## src/hdl/lpc_pkg.sv

```systemverilog
// ============================================================================
// lpc_pkg : shared types and constants for the lux approximation pipeline
// Fixed-point widths, segment tables and register indexes.
// ============================================================================
package lpc_pkg;

    localparam int RAW_W     = 16;
    localparam int SCALE_W   = 19;           // 0x7517 << 4 fits in 19 bits
    localparam int SCALE_FRAC = 10;
    localparam int CNT_W     = RAW_W + SCALE_W - SCALE_FRAC;  // scaled count, 25 bits
    localparam int Q_W       = 12;           // ratio quotient kept to 2^12 - 1
    localparam int COEF_W    = 10;
    localparam int PROD_W    = CNT_W + COEF_W;
    localparam int LUX_FRAC  = 14;
    localparam int LUX_W     = 16;
    localparam int NSEG      = 8;
    localparam int CFG_IDX_W = 8;
    localparam int CFG_DAT_W = 8;

    localparam logic [CFG_IDX_W-1:0] CFG_GAIN    = 8'd0;
    localparam logic [CFG_IDX_W-1:0] CFG_INT_SEL = 8'd1;

    localparam logic [1:0] INT_13MS   = 2'd0;
    localparam logic [1:0] INT_101MS  = 2'd1;
    localparam logic [1:0] INT_402MS  = 2'd2;
    localparam logic [1:0] INT_MANUAL = 2'd3;

    localparam logic [SCALE_W-1:0] SCALE_13MS  = 19'h07517;
    localparam logic [SCALE_W-1:0] SCALE_101MS = 19'h00fe7;
    localparam logic [SCALE_W-1:0] SCALE_UNITY = 19'h00400;

    // upper ratio limit of each segment but the last, in 2^9 fixed point
    localparam logic [COEF_W-1:0] SEG_LIMIT [NSEG-1] = '{
        10'h040, 10'h080, 10'h0c0, 10'h100, 10'h138, 10'h19a, 10'h29a
    };
    localparam logic [COEF_W-1:0] SEG_OFFSET [NSEG] = '{
        10'h1f2, 10'h214, 10'h23f, 10'h270, 10'h16f, 10'h0d2, 10'h018, 10'h000
    };
    localparam logic [COEF_W-1:0] SEG_SLOPE [NSEG] = '{
        10'h1be, 10'h2d1, 10'h37b, 10'h3fe, 10'h1fc, 10'h0fb, 10'h012, 10'h000
    };

    // payload carried through the divider stages
    typedef struct packed {
        logic [CNT_W-1:0] c0;
        logic [CNT_W-1:0] c1;
        logic [CNT_W-1:0] rem;
        logic [Q_W-1:0]   q;
        logic             zero;   // broadband count scaled to zero
        logic             big;    // quotient at or above 2^12
    } t_div;

endpackage

```

## src/hdl/lux_piecewise_linear_calc.sv

```systemverilog
// ============================================================================
// lux_piecewise_linear_calc : two-channel piecewise-linear lux estimate
//
//   channel   direction  beat payload
//   s_axis    in         tdata[15:0] broadband, tdata[31:16] infrared
//   m_axis    out        tdata[15:0] lux, tuser[0] saturated
//   cfg       in         index 0 gain_is_16x, index 1 integration_select
//
// One beat per cycle in, one beat per cycle out while m_axis is ready; two
// scaling stages, twelve divider stages (one ratio bit each), three lux stages.
// Every stage has its own valid bit and moves when empty or when the next
// stage moves, so bubbles close up behind a stalled output.
// Synchronous reset clears all valid bits and loads the register defaults.
// ============================================================================
module lux_piecewise_linear_calc
    import lpc_pkg::*;
(
    input  logic                 i_clk,
    input  logic                 i_rst_n,
    input  logic                 i_s_axis_tvalid,
    output logic                 o_s_axis_tready,
    input  logic [31:0]          i_s_axis_tdata,   // [15:0] broadband_count, [31:16] infrared_count
    output logic                 o_m_axis_tvalid,
    input  logic                 i_m_axis_tready,
    output logic [15:0]          o_m_axis_tdata,   // [15:0] lux
    output logic [0:0]           o_m_axis_tuser,   // [0] saturated
    input  logic                 i_cfg_valid,
    output logic                 o_cfg_ready,
    input  logic [CFG_IDX_W-1:0] i_cfg_index,
    input  logic [CFG_DAT_W-1:0] i_cfg_data
);

    logic       r_gain;
    logic [1:0] r_int_sel;
    logic       w_sc_vld;
    logic       w_sc_rdy;
    t_div       w_sc_div;
    logic       w_dv_vld;
    logic       w_dv_rdy;
    t_div       w_dv_div;
    logic       w_sat;

    assign o_cfg_ready = 1'b1;

    always_ff @(posedge i_clk) begin
        if (!i_rst_n) begin
            r_gain    <= 1'b0;
            r_int_sel <= INT_402MS;
        end else if (i_cfg_valid) begin
            unique case (i_cfg_index)
                CFG_GAIN:    r_gain    <= i_cfg_data[0];
                CFG_INT_SEL: r_int_sel <= i_cfg_data[1:0];
                default:     ;
            endcase
        end
    end

    lpc_scale u_scale (
        .i_clk     (i_clk),
        .i_rst_n   (i_rst_n),
        .i_vld     (i_s_axis_tvalid),
        .o_rdy     (o_s_axis_tready),
        .i_bb      (i_s_axis_tdata[15:0]),
        .i_ir      (i_s_axis_tdata[31:16]),
        .i_gain    (r_gain),
        .i_int_sel (r_int_sel),
        .o_vld     (w_sc_vld),
        .i_rdy     (w_sc_rdy),
        .o_div     (w_sc_div)
    );

    lpc_div u_div (
        .i_clk   (i_clk),
        .i_rst_n (i_rst_n),
        .i_vld   (w_sc_vld),
        .o_rdy   (w_sc_rdy),
        .i_div   (w_sc_div),
        .o_vld   (w_dv_vld),
        .i_rdy   (w_dv_rdy),
        .o_div   (w_dv_div)
    );

    lpc_lux u_lux (
        .i_clk   (i_clk),
        .i_rst_n (i_rst_n),
        .i_vld   (w_dv_vld),
        .o_rdy   (w_dv_rdy),
        .i_div   (w_dv_div),
        .o_vld   (o_m_axis_tvalid),
        .i_rdy   (i_m_axis_tready),
        .o_lux   (o_m_axis_tdata),
        .o_sat   (w_sat)
    );

    assign o_m_axis_tuser = w_sat;

    // clipped result is always full scale
    a_sat_full: assert property (@(posedge i_clk) disable iff (!i_rst_n)
        o_m_axis_tvalid && o_m_axis_tuser[0] |-> o_m_axis_tdata == 16'hffff)
        else $error("saturated beat without full-scale lux");

    // input backpressure only when the whole pipe is full behind a stalled output
    a_no_false_stall: assert property (@(posedge i_clk) disable iff (!i_rst_n)
        !o_s_axis_tready |-> o_m_axis_tvalid && !i_m_axis_tready)
        else $error("input stalled while pipeline could advance");

    a_cfg_int: assert property (@(posedge i_clk) disable iff (!i_rst_n)
        i_cfg_valid && i_cfg_index == CFG_INT_SEL |=> r_int_sel == $past(i_cfg_data[1:0]))
        else $error("integration select write lost");

    a_cfg_gain: assert property (@(posedge i_clk) disable iff (!i_rst_n)
        i_cfg_valid && i_cfg_index != CFG_GAIN |=> $stable(r_gain))
        else $error("gain changed by a write to another index");

endmodule

```

## src/hdl/lpc_scale.sv

```systemverilog
// ============================================================================
// lpc_scale : channel scaling and divider setup
// Stage A multiplies both raw counts by the gain/time factor; stage B flags
// the ratio corner cases and loads the first partial remainder.
// ============================================================================
module lpc_scale
    import lpc_pkg::*;
(
    input  logic             i_clk,
    input  logic             i_rst_n,
    input  logic             i_vld,
    output logic             o_rdy,
    input  logic [RAW_W-1:0] i_bb,
    input  logic [RAW_W-1:0] i_ir,
    input  logic             i_gain,
    input  logic [1:0]       i_int_sel,
    output logic             o_vld,
    input  logic             i_rdy,
    output t_div             o_div
);

    logic [SCALE_W-1:0]        w_scale;
    logic [SCALE_W-1:0]        w_base;
    logic [RAW_W+SCALE_W-1:0]  w_p0;
    logic [RAW_W+SCALE_W-1:0]  w_p1;
    logic                      r_vld_a;
    logic [CNT_W-1:0]          r_c0_a;
    logic [CNT_W-1:0]          r_c1_a;
    logic                      r_vld_b;
    t_div                      r_div_b;
    t_div                      n_div_b;
    logic                      w_en_a;
    logic                      w_en_b;

    assign w_en_b = !r_vld_b || i_rdy;
    assign w_en_a = !r_vld_a || w_en_b;
    assign o_rdy  = w_en_a;

    always_comb begin
        case (i_int_sel)
            INT_13MS:  w_base = SCALE_13MS;
            INT_101MS: w_base = SCALE_101MS;
            default:   w_base = SCALE_UNITY;
        endcase
        w_scale = i_gain ? w_base : (w_base << 4);
    end

    assign w_p0 = {{SCALE_W{1'b0}}, i_bb} * {{RAW_W{1'b0}}, w_scale};
    assign w_p1 = {{SCALE_W{1'b0}}, i_ir} * {{RAW_W{1'b0}}, w_scale};

    always_comb begin
        n_div_b.c0   = r_c0_a;
        n_div_b.c1   = r_c1_a;
        n_div_b.rem  = {2'b00, r_c1_a[CNT_W-1:2]};
        n_div_b.q    = '0;
        n_div_b.zero = (r_c0_a == '0);
        // c1 >= 4*c0 puts the quotient at 2^12 or more: past the last segment limit
        n_div_b.big  = ({2'b00, r_c1_a} >= {r_c0_a, 2'b00});
    end

    always_ff @(posedge i_clk) begin
        if (!i_rst_n) begin
            r_vld_a <= 1'b0;
            r_vld_b <= 1'b0;
        end else begin
            if (w_en_a) begin
                r_vld_a <= i_vld;
            end
            if (w_en_b) begin
                r_vld_b <= r_vld_a;
            end
        end
    end

    always_ff @(posedge i_clk) begin
        if (w_en_a && i_vld) begin
            r_c0_a <= w_p0[RAW_W+SCALE_W-1:SCALE_FRAC];
            r_c1_a <= w_p1[RAW_W+SCALE_W-1:SCALE_FRAC];
        end
        if (w_en_b && r_vld_a) begin
            r_div_b <= n_div_b;
        end
    end

    assign o_vld = r_vld_b;
    assign o_div = r_div_b;

endmodule

```

## src/hdl/lpc_div.sv

```systemverilog
// ============================================================================
// lpc_div : pipelined restoring divider for the channel ratio
// One quotient bit per stage, twelve stages, (c1 << 10) / c0.
// ============================================================================
module lpc_div
    import lpc_pkg::*;
(
    input  logic i_clk,
    input  logic i_rst_n,
    input  logic i_vld,
    output logic o_rdy,
    input  t_div i_div,
    output logic o_vld,
    input  logic i_rdy,
    output t_div o_div
);

    logic [Q_W-1:0] r_vld;
    logic [Q_W-1:0] w_en;
    t_div           r_st [Q_W];

    genvar k;
    generate
        for (k = 0; k < Q_W; k++) begin : g_stage
            localparam int B = Q_W - 1 - k;
            t_div          w_prev;
            logic          w_in_vld;
            t_div          n_st;
            logic          w_nbit;
            logic [CNT_W:0] w_sh;
            logic [CNT_W:0] w_diff;
            logic          w_ge;

            if (k == 0) begin : g_first
                assign w_prev   = i_div;
                assign w_in_vld = i_vld;
            end else begin : g_next
                assign w_prev   = r_st[k-1];
                assign w_in_vld = r_vld[k-1];
            end

            if (k == Q_W - 1) begin : g_last
                assign w_en[k] = !r_vld[k] || i_rdy;
            end else begin : g_mid
                assign w_en[k] = !r_vld[k] || w_en[k+1];
            end

            // dividend is c1 << 10: only its bits 11 and 10 are nonzero below 2^12
            if (B >= 10) begin : g_dbit
                assign w_nbit = w_prev.c1[B-10];
            end else begin : g_zbit
                assign w_nbit = 1'b0;
            end

            always_comb begin
                w_sh   = {w_prev.rem, w_nbit};
                w_diff = w_sh - {1'b0, w_prev.c0};
                w_ge   = (w_sh >= {1'b0, w_prev.c0});
                n_st   = w_prev;
                n_st.rem  = w_ge ? w_diff[CNT_W-1:0] : w_sh[CNT_W-1:0];
                n_st.q[B] = w_ge;
            end

            always_ff @(posedge i_clk) begin
                if (!i_rst_n) begin
                    r_vld[k] <= 1'b0;
                end else if (w_en[k]) begin
                    r_vld[k] <= w_in_vld;
                end
            end

            always_ff @(posedge i_clk) begin
                if (w_en[k] && w_in_vld) begin
                    r_st[k] <= n_st;
                end
            end
        end
    endgenerate

    assign o_rdy = w_en[0];
    assign o_vld = r_vld[Q_W-1];
    assign o_div = r_st[Q_W-1];

endmodule

```

## src/hdl/lpc_lux.sv

```systemverilog
// ============================================================================
// lpc_lux : segment lookup, weighted difference and output register
// Stage S picks slope/offset, stage M forms both products, stage O clamps,
// rounds, shifts and saturates.
// ============================================================================
module lpc_lux
    import lpc_pkg::*;
(
    input  logic             i_clk,
    input  logic             i_rst_n,
    input  logic             i_vld,
    output logic             o_rdy,
    input  t_div             i_div,
    output logic             o_vld,
    input  logic             i_rdy,
    output logic [LUX_W-1:0] o_lux,
    output logic             o_sat
);

    localparam int VAL_W = PROD_W + 1 - LUX_FRAC;

    logic [2:0]        n_seg;
    logic              r_vld_s;
    logic [CNT_W-1:0]  r_c0_s;
    logic [CNT_W-1:0]  r_c1_s;
    logic [COEF_W-1:0] r_off_s;
    logic [COEF_W-1:0] r_slp_s;
    logic              r_vld_m;
    logic [PROD_W-1:0] r_pos_m;
    logic [PROD_W-1:0] r_neg_m;
    logic              r_vld_o;
    logic [LUX_W-1:0]  r_lux_o;
    logic              r_sat_o;
    logic [PROD_W-1:0] w_diff;
    logic [PROD_W:0]   w_rnd;
    logic [VAL_W-1:0]  w_val;
    logic              w_en_s;
    logic              w_en_m;
    logic              w_en_o;

    assign w_en_o = !r_vld_o || i_rdy;
    assign w_en_m = !r_vld_m || w_en_o;
    assign w_en_s = !r_vld_s || w_en_m;
    assign o_rdy  = w_en_s;

    // rounded ratio (q + 1) >> 1 exceeds L exactly when q > 2L
    always_comb begin
        n_seg = 3'd7;
        for (int i = NSEG - 2; i >= 0; i--) begin
            if (i_div.q <= {1'b0, SEG_LIMIT[i], 1'b0}) begin
                n_seg = 3'(i);
            end
        end
        if (i_div.zero) begin
            n_seg = 3'd0;
        end else if (i_div.big) begin
            n_seg = 3'd7;
        end
    end

    assign w_diff = (r_pos_m > r_neg_m) ? (r_pos_m - r_neg_m) : '0;
    assign w_rnd  = {1'b0, w_diff} + (PROD_W+1)'(1 << (LUX_FRAC - 1));
    assign w_val  = w_rnd[PROD_W:LUX_FRAC];

    always_ff @(posedge i_clk) begin
        if (!i_rst_n) begin
            r_vld_s <= 1'b0;
            r_vld_m <= 1'b0;
            r_vld_o <= 1'b0;
        end else begin
            if (w_en_s) begin
                r_vld_s <= i_vld;
            end
            if (w_en_m) begin
                r_vld_m <= r_vld_s;
            end
            if (w_en_o) begin
                r_vld_o <= r_vld_m;
            end
        end
    end

    always_ff @(posedge i_clk) begin
        if (w_en_s && i_vld) begin
            r_c0_s  <= i_div.c0;
            r_c1_s  <= i_div.c1;
            r_off_s <= SEG_OFFSET[n_seg];
            r_slp_s <= SEG_SLOPE[n_seg];
        end
        if (w_en_m && r_vld_s) begin
            r_pos_m <= {{COEF_W{1'b0}}, r_c0_s} * {{CNT_W{1'b0}}, r_off_s};
            r_neg_m <= {{COEF_W{1'b0}}, r_c1_s} * {{CNT_W{1'b0}}, r_slp_s};
        end
        if (w_en_o && r_vld_m) begin
            r_sat_o <= (w_val[VAL_W-1:LUX_W] != '0);
            r_lux_o <= (w_val[VAL_W-1:LUX_W] != '0) ? '1 : w_val[LUX_W-1:0];
        end
    end

    assign o_vld = r_vld_o;
    assign o_lux = r_lux_o;
    assign o_sat = r_sat_o;

endmodule

```

## config.mk

```make
export PLATFORM = sky130hd
export DESIGN_NAME = lux_piecewise_linear_calc
export DESIGN_NICKNAME = d
export VERILOG_FILES = /design/src/hdl/lpc_pkg.sv /design/src/hdl/lux_piecewise_linear_calc.sv /design/src/hdl/lpc_scale.sv /design/src/hdl/lpc_div.sv /design/src/hdl/lpc_lux.sv
export SDC_FILE = /design/constraint.sdc
export NUM_CORES = 2
export LEC_CHECK = 0
export ABC_AREA = 1
export BUFFER_PORTS_ARGS = -buffer_cell sky130_fd_sc_hd__buf_4
export CAP_MARGIN = 10
export CORE_MARGIN = 8
export CORE_UTILIZATION = 29
export CTS_BUF_LIST = sky130_fd_sc_hd__clkbuf_2
export DETAILED_ROUTE_END_ITERATION = 10
export GPL_ROUTABILITY_DRIVEN = 0
export SLEW_MARGIN = 5
export SYNTH_ARGS = -nofsm -noshare
export SYNTH_HDL_FRONTEND = slang
export SYNTH_HIERARCHICAL = 1
export SYNTH_SLANG_ARGS = --single-unit
```

## constraint.sdc

```tcl
create_clock -name i_clk -period 12.35 [get_ports i_clk]
set_input_delay 1.235 -clock i_clk [delete_from_list [all_inputs] [get_ports i_clk]]
set_output_delay 1.235 -clock i_clk [all_outputs]
set_load 0.02 [all_outputs]
```

==> results_dict.tcl <==
set metrics [dict create \
    outcome "complete, no violations" \
    ir_worst_vdd_v 0.0000746 \
    cts_tree "built" \
    post_cts_resize_count 0 \
    synthCells 11500 \
    reg2reg_to "u_scale/r_c1_a[21]" \
    reg2regPathDepth 25 \
    fin_crit_ns 8.67 \
    hold_viol 0 \
    fin_crit_sh_pct 70.2 \
    antenna_found_initial 6 \
    hp-class "flop to flop" \
    crit_required_ns 13.58 \
    io_buffers 65 \
    drtPass1Iterations 6 \
    power_frac_seq_pct 60.0 \
    fin_ws_ns 3.68 \
    p_comb_share_pct 5.3 \
    p_int_mw 5.86 \
    relSlewSlack_pct 14.3 \
    die_area_mm2 0.370 \
    grt_usage_pct 13.3 \
    drv_cap 0 \
    pre_cts_slack_ns 3.82 \
    ant_nets 0 \
    die_y_um 608 \
    rsz0062_at_grt "false" \
    finClkSkew_ns 0.188 \
    rr_startpoint "r_int_sel[0]" \
    drc 0 \
    start_kind "flop" \
    hpwlAfterDp_um 202000 \
    fin_tns_setup_ns 0 \
    drv_slew 0 \
    p_sw_share_pct 25.0 \
    wirelength_um 251000 \
    fp-row-count 217 \
    net-switching-power_mw 1.96 \
    path_clk_slew_ns 0.10 \
    hold_path.startpoint "u_div/r_st[0][138]" \
    grt_max_degree 85 \
    cp.arrival_ns 9.91 \
    holdPathStages 0 \
    io_pins 73 \
    critPathCaptureType "flop" \
    power_density_mw_per_mm2 71.2 \
    die_width_um 608 \
    clkLatencyLatePin_ns 1.53 \
    fillers 36700 \
    setup_viol_count_final 0 \
    vias 75500 \
    place_inst 15900 \
    min_to "u_div/r_st[0][227]" \
    grt_pass1_wl_um 405000 \
    synth.avg_cell_area_um2 8.85 \
    grt_pass1_vias 76500 \
    core_mm2 0.349 \
    r2r_slack_ns 3.68 \
    tightest_slew_ns 1.28 \
    root_buffer "clkbuf_2" \
    fin_nets 13300 \
    vias_per_cell 4.58 \
    cts_buffer_depth 4 \
    start_util_pct 29.1 \
    cts_sinks 1253 \
    p_clk_share_pct 34.7 \
    max_freq_ghz 0.115 \
    synth_area_mm2 0.102 \
    routedWlPerCell_um 15.2 \
    mostFrequentLayoutCells "2931 x nand2_1, 2389 x inv_1, 1233 x edfxtp_1" \
    area_delta_synth_final_pct 8.08 \
    p_leak_nw 53.1 \
    path_max_fanout 23 \
    overflow 0 \
    htreeDepth 5 \
    critical_path_class "flop to flop" \
    drtIter0Drc 4869 \
    yosysWarnings 6 \
    numCtsBuffers 319 \
    final_common_cell "nand2_1" \
    drive_above_1_share_pct 7.00 \
    fin_cells 16500 \
]
worst max-delay path, stage by stage (launching register included):
cell and delay (ns):
dfxtp_1 1.10, inv_1 0.37, nor2_1 0.17, buf_4 0.30
inv_1 0.54, nor2_2 0.80, buf_4 0.34, inv_2 0.17
nor2_1 0.18, fa_1 0.42, fa_1 0.40, fa_1 0.55
inv_1 0.05, fa_1 0.54, fa_1 0.43, fa_1 0.49
inv_1 0.04, ha_1 0.34, a21oi_1 0.27, o21ai_0 0.17
a21oi_1 0.29, nor2_1 0.08, nor2_1 0.15, nand2_1 0.07
nand2_1 0.05, nand2_1 0.05
per-stage QoR:
step           area [µm²]  power [mW]  hold WS (ns)  util, %
2_1_floorplan      102000        5.06         0.400        -
3_3_place_gp       107000        5.20         0.400     30.6
3_5_place_dp       107000        5.20         0.405     30.6
4_1_cts            110000        7.99         0.226     31.4
5_1_grt            110000        8.25         0.250     31.5
6_report           110000        7.82         0.341     31.5
worst max path at each step:
stage,endpoint,startpoint
3_5_place_dp,u_scale/r_c1_a[21],r_int_sel[0]
4_1_cts,u_scale/r_c1_a[21],r_int_sel[0]
6_report,u_scale/r_c1_a[21],r_int_sel[0]
5_1_grt,u_scale/r_c1_a[21],r_int_sel[0]
3_3_place_gp,u_scale/r_c1_a[21],r_int_sel[0]
2_1_floorplan,u_div/r_st[1][0],i_m_axis_tready
layer usage:
layer / vias up / share of wire [%] / global-route usage [%]
met2: 2193 / 47 / 22.8
met5: - / 0.0028 / 0
met1: 35800 / 44 / 17.0
met4: 2 / 3.5 / 4.88
met3: 509 / 5.6 / 2.07
li1: 37000 / - / -
final cells by class:
class / count / area (µm²) / area share (%)
multi-input combinational: 7534 / 53700 / 48.9
sequential: 1253 / 37400 / 34.1
inverter: 2437 / 9160 / 8.34
tap: 4599 / 5750 / 5.24
clock buffer: 452 / 2260 / 2.06
timing repair buffer: 123 / 958 / 0.873
clock inverter: 95 / 512 / 0.466
antenna: 10 / 25.0 / 0.0228
power by group through the flow:
stage	Combinational (mW)	Clock, mW	Sequential [mW]
5_1_grt	0.467	3.09	4.70
3_3_place_gp	0.404	0	4.79
3_5_place_dp	0.407	0	4.79
6_report	0.413	2.72	4.69
4_1_cts	0.411	2.88	4.69
2_1_floorplan	0.293	0	4.77
registers in the layout, indices dropped and copies added (netlist names), 7 cells and up:
name                    flops
u_lux/r_slp_s               7
u_scale/r_c1_a             25
u_div/g_stage.w_in_vld     11
u_lux/r_pos_m              35
u_lux/r_c1_s               25
u_lux/o_lux                16
u_lux/r_off_s              10
u_scale/r_c0_a             25
u_scale/o_div              52
u_lux/r_c0_s               25
u_lux/r_neg_m              35
u_div/r_st                977
timing repair:
item / CTS / global route
endpoints found under the hold margin: 8 / 0
setup buffers: 0 / 0
hold buffers: 14 / 0
(Power assumes the default switching activity.)
